--- src/rtl/hill3_pkg.sv ---
// Shared types, constants and small lookup functions for the 3x3 Hill cipher block.
// No dependencies; used by hill3_mac and hill_cipher_3x3_mod26_top.
package hill3_pkg;

  localparam int BLOCK_LEN = 3;
  localparam int ALPHA = 26;
  localparam int KEY_W = 45;
  localparam int LETTER_W = 5;

  // 26*26 lies above any product of two reduced letters, so adding it keeps a difference positive.
  localparam int ALPHA_SQ = ALPHA * ALPHA;
  // ceil(2^16 / 26); exact quotient for every sum the accumulator can form.
  localparam int RECIP26 = 2521;
  localparam int RECIP_SHIFT = 16;

  typedef logic [LETTER_W-1:0] letter_t;
  typedef logic [0:0] reg_idx_t;

  localparam reg_idx_t REG_KEY_MATRIX = 1'b0;
  localparam reg_idx_t REG_DECRYPT_MODE = 1'b1;

  localparam letter_t PAD_LETTER = letter_t'(23);

  typedef struct packed {
    logic mul;
    logic acc;
    logic clr;
    logic sub;
  } mac_ctl_t;

  function automatic letter_t red26(input letter_t v);
    red26 = (v >= letter_t'(ALPHA)) ? letter_t'(v - letter_t'(ALPHA)) : v;
  endfunction

  function automatic letter_t inv26(input letter_t d);
    unique case (d)
      5'd1:    inv26 = 5'd1;
      5'd3:    inv26 = 5'd9;
      5'd5:    inv26 = 5'd21;
      5'd7:    inv26 = 5'd15;
      5'd9:    inv26 = 5'd3;
      5'd11:   inv26 = 5'd19;
      5'd15:   inv26 = 5'd7;
      5'd17:   inv26 = 5'd23;
      5'd19:   inv26 = 5'd11;
      5'd21:   inv26 = 5'd5;
      5'd23:   inv26 = 5'd17;
      5'd25:   inv26 = 5'd25;
      default: inv26 = 5'd0;
    endcase
  endfunction

endpackage

--- src/rtl/hill3_mac.sv ---
// Shared multiply-accumulate unit modulo 26: one registered product, then add or subtract.
// Depends on hill3_pkg.
module hill3_mac (
  input  logic               clk,
  input  hill3_pkg::mac_ctl_t ctl,
  input  hill3_pkg::letter_t  op_a,
  input  hill3_pkg::letter_t  op_b,
  output hill3_pkg::letter_t  acc
);
  import hill3_pkg::*;

  logic [9:0]  prod;
  logic [9:0]  base;
  logic [9:0]  addend;
  logic [9:0]  sum;
  logic [20:0] scaled;
  logic [4:0]  quot;
  logic [9:0]  rem;

  always_comb begin
    base   = ctl.clr ? 10'd0 : {5'd0, acc};
    addend = ctl.sub ? 10'(10'(ALPHA_SQ) - prod) : prod;
    sum    = 10'(base + addend);
    scaled = 21'(21'(sum) * 21'(RECIP26));
    quot   = scaled[RECIP_SHIFT +: 5];
    rem    = 10'(sum - 10'(10'(quot) * 10'(ALPHA)));
  end

  always_ff @(posedge clk) begin
    if (ctl.mul) begin
      prod <= 10'(10'(red26(op_a)) * 10'(red26(op_b)));
    end
    if (ctl.acc) begin
      acc <= rem[4:0];
    end
  end

endmodule

--- src/rtl/hill_cipher_3x3_mod26_top.sv ---
// A letter that does not complete a group is stored while the block stays idle. A completed group
// gives each word after three multiply-accumulates plus a store, and the next letter is taken
// once the third word has been accepted at the output. The first group after reset or a
// register write in decrypt mode first computes the inverse key (only the cofactors and the
// determinant when the key has no inverse); encrypt mode adds none. Reset clears the registers,
// group count and key.
module hill_cipher_3x3_mod26_top (
  input  logic                  clk,
  input  logic                  rst,
  input  logic                  s_tvalid,
  output logic                  s_tready,
  input  logic [7:0]            s_tdata,   // letter[4:0], zero fill above
  input  logic                  s_tlast,   // last_letter
  output logic                  m_tvalid,
  input  logic                  m_tready,
  output logic [7:0]            m_tdata,   // out_letter[4:0], zero fill above
  output logic                  m_tlast,   // last_of_group
  output logic                  m_tuser,   // key_invalid
  input  logic                  cfg_valid,
  output logic                  cfg_ready,
  input  hill3_pkg::reg_idx_t   cfg_index,
  input  logic [44:0]           cfg_data
);
  import hill3_pkg::*;

  typedef enum logic [2:0] {S_IDLE, S_COF, S_DET, S_ADJ, S_MAC, S_OUT} state_t;
  typedef enum logic [1:0] {PH_MUL, PH_ACC, PH_STORE} phase_t;

  localparam logic [1:0] LAST_IDX = 2'(BLOCK_LEN - 1);

  state_t         state;
  phase_t         phase;
  logic [1:0]     row;
  logic [1:0]     col;
  logic [1:0]     term;
  logic [KEY_W-1:0] key_matrix;
  logic           decrypt_mode;
  logic [1:0]     fill_count;
  letter_t        held [2];
  letter_t        grp [3];
  letter_t        cof [3][3];
  letter_t        wk [3][3];
  letter_t        kk [3][3];
  letter_t        inv_reg;
  logic           key_ready;
  logic           key_bad;
  letter_t        out_letter;
  logic           out_last;
  logic           out_bad;
  letter_t        letter;
  letter_t        op_a;
  letter_t        op_b;
  letter_t        acc;
  letter_t        det_inv;
  mac_ctl_t       ctl;
  logic           compute;
  logic [1:0]     last_term;

  function automatic logic [1:0] inc3(input logic [1:0] v);
    inc3 = (v == LAST_IDX) ? 2'd0 : 2'(v + 2'd1);
  endfunction

  function automatic logic [1:0] dec3(input logic [1:0] v);
    dec3 = (v == 2'd0) ? LAST_IDX : 2'(v - 2'd1);
  endfunction

  assign letter    = s_tdata[LETTER_W-1:0];
  assign s_tready  = (state == S_IDLE) && !cfg_valid;
  assign cfg_ready = (state == S_IDLE);
  assign m_tdata   = {3'd0, out_letter};
  assign m_tlast   = out_last;
  assign m_tuser   = out_bad;
  assign det_inv   = inv26(acc);

  always_comb begin
    for (int r = 0; r < 3; r++) begin
      for (int c = 0; c < 3; c++) begin
        kk[r][c] = red26(key_matrix[LETTER_W*(3*r+c) +: LETTER_W]);
      end
    end
  end

  always_comb begin
    op_a      = '0;
    op_b      = '0;
    compute   = 1'b1;
    last_term = 2'd0;
    unique case (state)
      S_COF: begin
        last_term = 2'd1;
        if (term == 2'd0) begin
          op_a = kk[inc3(row)][inc3(col)];
          op_b = kk[dec3(row)][dec3(col)];
        end else begin
          op_a = kk[inc3(row)][dec3(col)];
          op_b = kk[dec3(row)][inc3(col)];
        end
      end
      S_DET: begin
        last_term = LAST_IDX;
        op_a = kk[0][term];
        op_b = cof[0][term];
      end
      S_ADJ: begin
        op_a = cof[col][row];
        op_b = inv_reg;
      end
      S_MAC: begin
        last_term = LAST_IDX;
        op_a = wk[row][term];
        op_b = grp[term];
      end
      S_IDLE, S_OUT: begin
        compute = 1'b0;
      end
      default: begin
        compute = 1'b0;
      end
    endcase
    ctl.mul = compute && (phase == PH_MUL);
    ctl.acc = compute && (phase == PH_ACC);
    ctl.clr = (term == 2'd0);
    ctl.sub = (state == S_COF) && (term == 2'd1);
  end

  hill3_mac u_mac (
    .clk  (clk),
    .ctl  (ctl),
    .op_a (op_a),
    .op_b (op_b),
    .acc  (acc)
  );

  always_ff @(posedge clk) begin
    if (rst) begin
      state        <= S_IDLE;
      phase        <= PH_MUL;
      row          <= 2'd0;
      col          <= 2'd0;
      term         <= 2'd0;
      key_matrix   <= '0;
      decrypt_mode <= 1'b0;
      fill_count   <= 2'd0;
      key_ready    <= 1'b0;
      key_bad      <= 1'b0;
      m_tvalid     <= 1'b0;
    end else begin
      if (cfg_valid && cfg_ready) begin
        unique case (cfg_index)
          REG_KEY_MATRIX:   key_matrix <= cfg_data;
          REG_DECRYPT_MODE: decrypt_mode <= cfg_data[0];
          default:          key_matrix <= key_matrix;
        endcase
        key_ready <= 1'b0;
      end

      unique case (state)
        S_IDLE: begin
          if (s_tvalid && s_tready) begin
            if (fill_count != LAST_IDX && !s_tlast) begin
              held[fill_count[0]] <= letter;
              fill_count <= 2'(fill_count + 2'd1);
            end else begin
              grp[0] <= (fill_count == 2'd0) ? letter : held[0];
              grp[1] <= (fill_count == 2'd0) ? PAD_LETTER :
                        (fill_count == 2'd1) ? letter : held[1];
              grp[2] <= (fill_count == LAST_IDX) ? letter : PAD_LETTER;
              fill_count <= 2'd0;
              row   <= 2'd0;
              col   <= 2'd0;
              term  <= 2'd0;
              phase <= PH_MUL;
              if (key_ready) begin
                state <= S_MAC;
              end else if (decrypt_mode) begin
                state <= S_COF;
              end else begin
                wk        <= kk;
                key_bad   <= 1'b0;
                key_ready <= 1'b1;
                state     <= S_MAC;
              end
            end
          end
        end
        S_OUT: begin
          if (m_tready) begin
            m_tvalid <= 1'b0;
            if (row == LAST_IDX) begin
              row   <= 2'd0;
              state <= S_IDLE;
            end else begin
              row   <= 2'(row + 2'd1);
              state <= S_MAC;
            end
          end
        end
        S_COF, S_DET, S_ADJ, S_MAC: begin
          unique case (phase)
            PH_MUL: begin
              phase <= PH_ACC;
            end
            PH_ACC: begin
              if (term == last_term) begin
                phase <= PH_STORE;
              end else begin
                term  <= 2'(term + 2'd1);
                phase <= PH_MUL;
              end
            end
            PH_STORE: begin
              term  <= 2'd0;
              phase <= PH_MUL;
              priority if (state == S_COF) begin
                cof[row][col] <= acc;
                if (col == LAST_IDX) begin
                  col <= 2'd0;
                  if (row == LAST_IDX) begin
                    row   <= 2'd0;
                    state <= S_DET;
                  end else begin
                    row <= 2'(row + 2'd1);
                  end
                end else begin
                  col <= 2'(col + 2'd1);
                end
              end else if (state == S_DET) begin
                row <= 2'd0;
                col <= 2'd0;
                if (det_inv == '0) begin
                  key_bad   <= 1'b1;
                  key_ready <= 1'b1;
                  state     <= S_MAC;
                end else begin
                  inv_reg <= det_inv;
                  state   <= S_ADJ;
                end
              end else if (state == S_ADJ) begin
                wk[row][col] <= acc;
                if (col == LAST_IDX) begin
                  col <= 2'd0;
                  if (row == LAST_IDX) begin
                    row       <= 2'd0;
                    key_bad   <= 1'b0;
                    key_ready <= 1'b1;
                    state     <= S_MAC;
                  end else begin
                    row <= 2'(row + 2'd1);
                  end
                end else begin
                  col <= 2'(col + 2'd1);
                end
              end else begin
                out_letter <= key_bad ? letter_t'(0) : acc;
                out_last   <= (row == LAST_IDX);
                out_bad    <= key_bad;
                m_tvalid   <= 1'b1;
                state      <= S_OUT;
              end
            end
            default: begin
              phase <= PH_MUL;
            end
          endcase
        end
        default: begin
          state <= S_IDLE;
        end
      endcase
    end
  end

endmodule
--- config.mk ---
export PLATFORM = sky130hd
export DESIGN_NAME = hill_cipher_3x3_mod26_top
export DESIGN_NICKNAME = d
export VERILOG_FILES = /design/src/rtl/hill3_pkg.sv /design/src/rtl/hill3_mac.sv /design/src/rtl/hill_cipher_3x3_mod26_top.sv
export SDC_FILE = /design/constraint.sdc
export NUM_CORES = 1
export LEC_CHECK = 0
export ABC_AREA = 1
export BUFFER_PORTS_ARGS = -buffer_cell sky130_fd_sc_hd__clkbuf_2
export CORE_MARGIN = 4
export CORE_UTILIZATION = 40
export DETAILED_ROUTE_END_ITERATION = 8
export HOLD_SLACK_MARGIN = 0.03
export SYNTH_ARGS = -nofsm -noshare
export SYNTH_HDL_FRONTEND = slang
export SYNTH_HIERARCHICAL = 1
export SYNTH_SLANG_ARGS = --single-unit
--- constraint.sdc ---
create_clock -name clk -period 18.5 [get_ports clk]
set_input_delay 2.775 -clock clk [delete_from_list [all_inputs] [get_ports clk]]
set_output_delay 2.775 -clock clk [all_outputs]
set_load 0.05 [all_outputs]
==> results.txt <==
Synth area leaders -> edfxtp_1 28%, ha_1 9.0%, dfxtp_1 8.7%
Hold Path End -> key_matrix[38]
Pin count of the biggest net entering global routing -> 91
Crit path DAT -> 9540 ps
CTS tree -> yes
RePlAce Congestion -> 0.928
Share of cells above drive strength 1 -> 0.0875
CP max stage delay -> 640 ps
Cell with the most instances after synthesis -> nand2_1
Clock period minus worst slack -> 9250 ps
Worst slew pin tran -> 1140 ps
Detailed placer's ending HPWL -> 33.6 mm
# port buffers -> 66
Hold path depth -> 2
Origin of the worst min-delay path -> key_matrix[38]
YS warnings -> 6
CP Max Fanout -> 15
Status -> finished, final reports clean
Startpoint types -> flip-flop
Max Slew Vio Count -> 0
Cells on worst reg2reg path -> 42
Num CTS Buffers -> 24
Main synth FF type -> edfxtp_1
Wirelength per Cell -> 17.6 um
Unique masters post-synth -> 62
Area delta synth->final -> 9.99%
Pre-CTS setup slack -> 9260 ps
Max_cap viols -> 0
Die Ht -> 203 um
CTS Buffer Depth -> 3
Worst setup margin -> 9250 ps
Vias per cell -> 5.42
Post-synth EDFFs -> 142
Die Span X -> 203 um
FF-to-FF setup slack -> 9250 ps
Drt total wl -> 43.8 mm
Crit-path most repeated cell -> nand2_1
Final hold vios -> 0
Slew margin rel. -> 0.240
DRC Markers -> 0
Ys async rst share -> 0
Syn avg cell area -> 7.90 um2
Yosys reg bits -> 208
Die footprint -> 41200 um2
Period Utilization, post-route -> 0.500
Post-synthesis sequential area ratio -> 0.367
Top-area cell type share of the netlist area -> 0.280
Core Region -> 37600 um2
RSZ-0062 raised after global routing -> no
First-pass GRT wire length -> 69.2 mm
Grt ovf -> 0
Crit end category -> flip-flop
Post_cts resized -> 0
Tot GR Track Use -> 0.210
Post-synth top area cell -> edfxtp_1
Initial Utilization -> 0.405
CTS clk-pin slew, worst paths -> 60 ps
Cell Area, Synth -> 15200 um2
Reg-to-Reg End -> u_mac/acc[4]
Number of global-route vias before repair -> 12900
Clk sink count -> 208
Crit path kind -> reg2reg
DR iter-0 viols -> 1450
Via count -> 13500
Achievable frequency -> 108 MHz
Hold-fix buffers, CTS -> 0
Row count -> 71
N_diodes -> 0
Latest clock arrival within the worst-skew pair -> 540 ps
Initial antenna violation count -> 1
Fin Setup TNS -> 0 ps
Top Registers -> cof: 45 flops, key_matrix: 45 flops, wk: 45 flops
Post-route ant nets -> 0
IO Pins -> 73
Postcts setup bufs -> 0
Reg2reg start -> term[1]
Root Buffer -> clkbuf_16
CP Data Required Time -> 18790 ps
Nets -> 2170
Tightest Hold Check Type -> reg2reg
Critical-path top delay cell -> xnor2_1
CTS H-tree lvls -> 1
Final setup viols -> 0
Post-synthesis cell count -> 1926
Skew final -> 16.3 ps
Post-synth top cells -> 336 x nand2_1, 267 x inv_1, 220 x nand3_1, 184 x o21ai_0, 143 x nor2_1
Pre-Repair DR Iteration Count -> 5
Fillers -> 3805
==> how the worst max path moves through the flow <==
| stage | startpoint | depth (start not counted) | endpoint | slack (ps) |
|---|---|---|---|---|
| 3_5_place_dp | term[1] | 42 | u_mac/acc[4] | 9260 |
| 3_3_place_gp | term[1] | 42 | u_mac/acc[4] | 9370 |
| 2_1_floorplan | term[1] | 46 | u_mac/acc[4] | 10780 |
| 6_report | term[1] | 42 | u_mac/acc[4] | 9250 |
| 5_1_grt | term[0] | 43 | u_mac/acc[4] | 8580 |
| 4_1_cts | term[1] | 42 | u_mac/acc[4] | 9230 |
==> cell families (layout without fill, tap and decap cells) <==
| logic type | after synthesis | count (layout) | share of synthesized area |
|---|---|---|---|
| and+or+nand+nor | 760 | 760 | 0.222 |
| AOI/OAI and AO/OA | 427 | 427 | 0.161 |
| buffers and inverters | 356 | 406 | 0.0908 |
| DFF | 208 | 208 | 0.367 |
| adders and majority gates | 150 | 150 | 0.144 |
| xor gates and xnor gates | 24 | 24 | 0.0148 |
| other | 1 | 3 | 0.000247 |
==> worst max-delay path: cells and delay by family (launching register included) <==
family	cells	cell delay, ps
compound gates	5	850
xor+xnor	4	1060
fa+ha+maj	10	3850
buf+inv	7	810
flops	1	460
simple gates	16	1960
==> routing by layer <==
metal / routed length [um] / up-vias / track usage
met5: 0 / - / 0
met1: 19400 / 6309 / 0.291
met3: 3210 / 90 / 0.0252
met4: 1470 / 0 / 0.0691
li1: - / 6592 / -
met2: 19800 / 490 / 0.343
==> area by class of cell <==
type | instances | area (um2) | area share
clock buffers | 30 | 676 | 0.0404
clock inverters | 14 | 83.8 | 0.00501
inverters | 283 | 1060 | 0.0637
multi-input cells | 1364 | 8250 | 0.493
flip-flops and latches | 208 | 5590 | 0.334
well taps | 511 | 639 | 0.0382
repair buffers | 79 | 428 | 0.0256
==> placed cells by master, fill, tap and decap left out, types with 7 or more instances in the layout <==
cell type | netlist | final
a211oi_1 | 10 | 10
a21oi_1 | 134 | 134
a21oi_2 | 10 | 10
a31oi_1 | 7 | 7
buf_4 | 4 | 13
clkbuf_16 | 0 | 26
clkbuf_2 | 5 | 66
clkinv_1 | 9 | 14
dfxtp_1 | 66 | 66
edfxtp_1 | 142 | 142
fa_1 | 41 | 41
ha_1 | 109 | 109
inv_1 | 267 | 267
nand2_1 | 336 | 336
nand3_1 | 220 | 220
nand4_1 | 9 | 9
nor2_1 | 143 | 143
o211ai_1 | 21 | 21
o21ai_0 | 184 | 184
o22ai_1 | 12 | 12
o31ai_1 | 13 | 13
xnor2_1 | 7 | 7
xor2_1 | 15 | 15
==> through the flow <==
step | utilization | hold WS (ps) | instances | instance area [um2]
3_3_place_gp | 0.425 | 458 | 2445 | 16000
6_report | 0.445 | 471 | 2489 | 16700
5_1_grt | 0.445 | 498 | 2489 | 16700
2_1_floorplan | - | 434 | 1928 | 15200
3_5_place_dp | 0.425 | 460 | 2445 | 16000
4_1_cts | 0.445 | 469 | 2489 | 16700
Power is not shown: default switching activity piles up to over one toggle a cycle in this logic, so the estimate is an artifact.
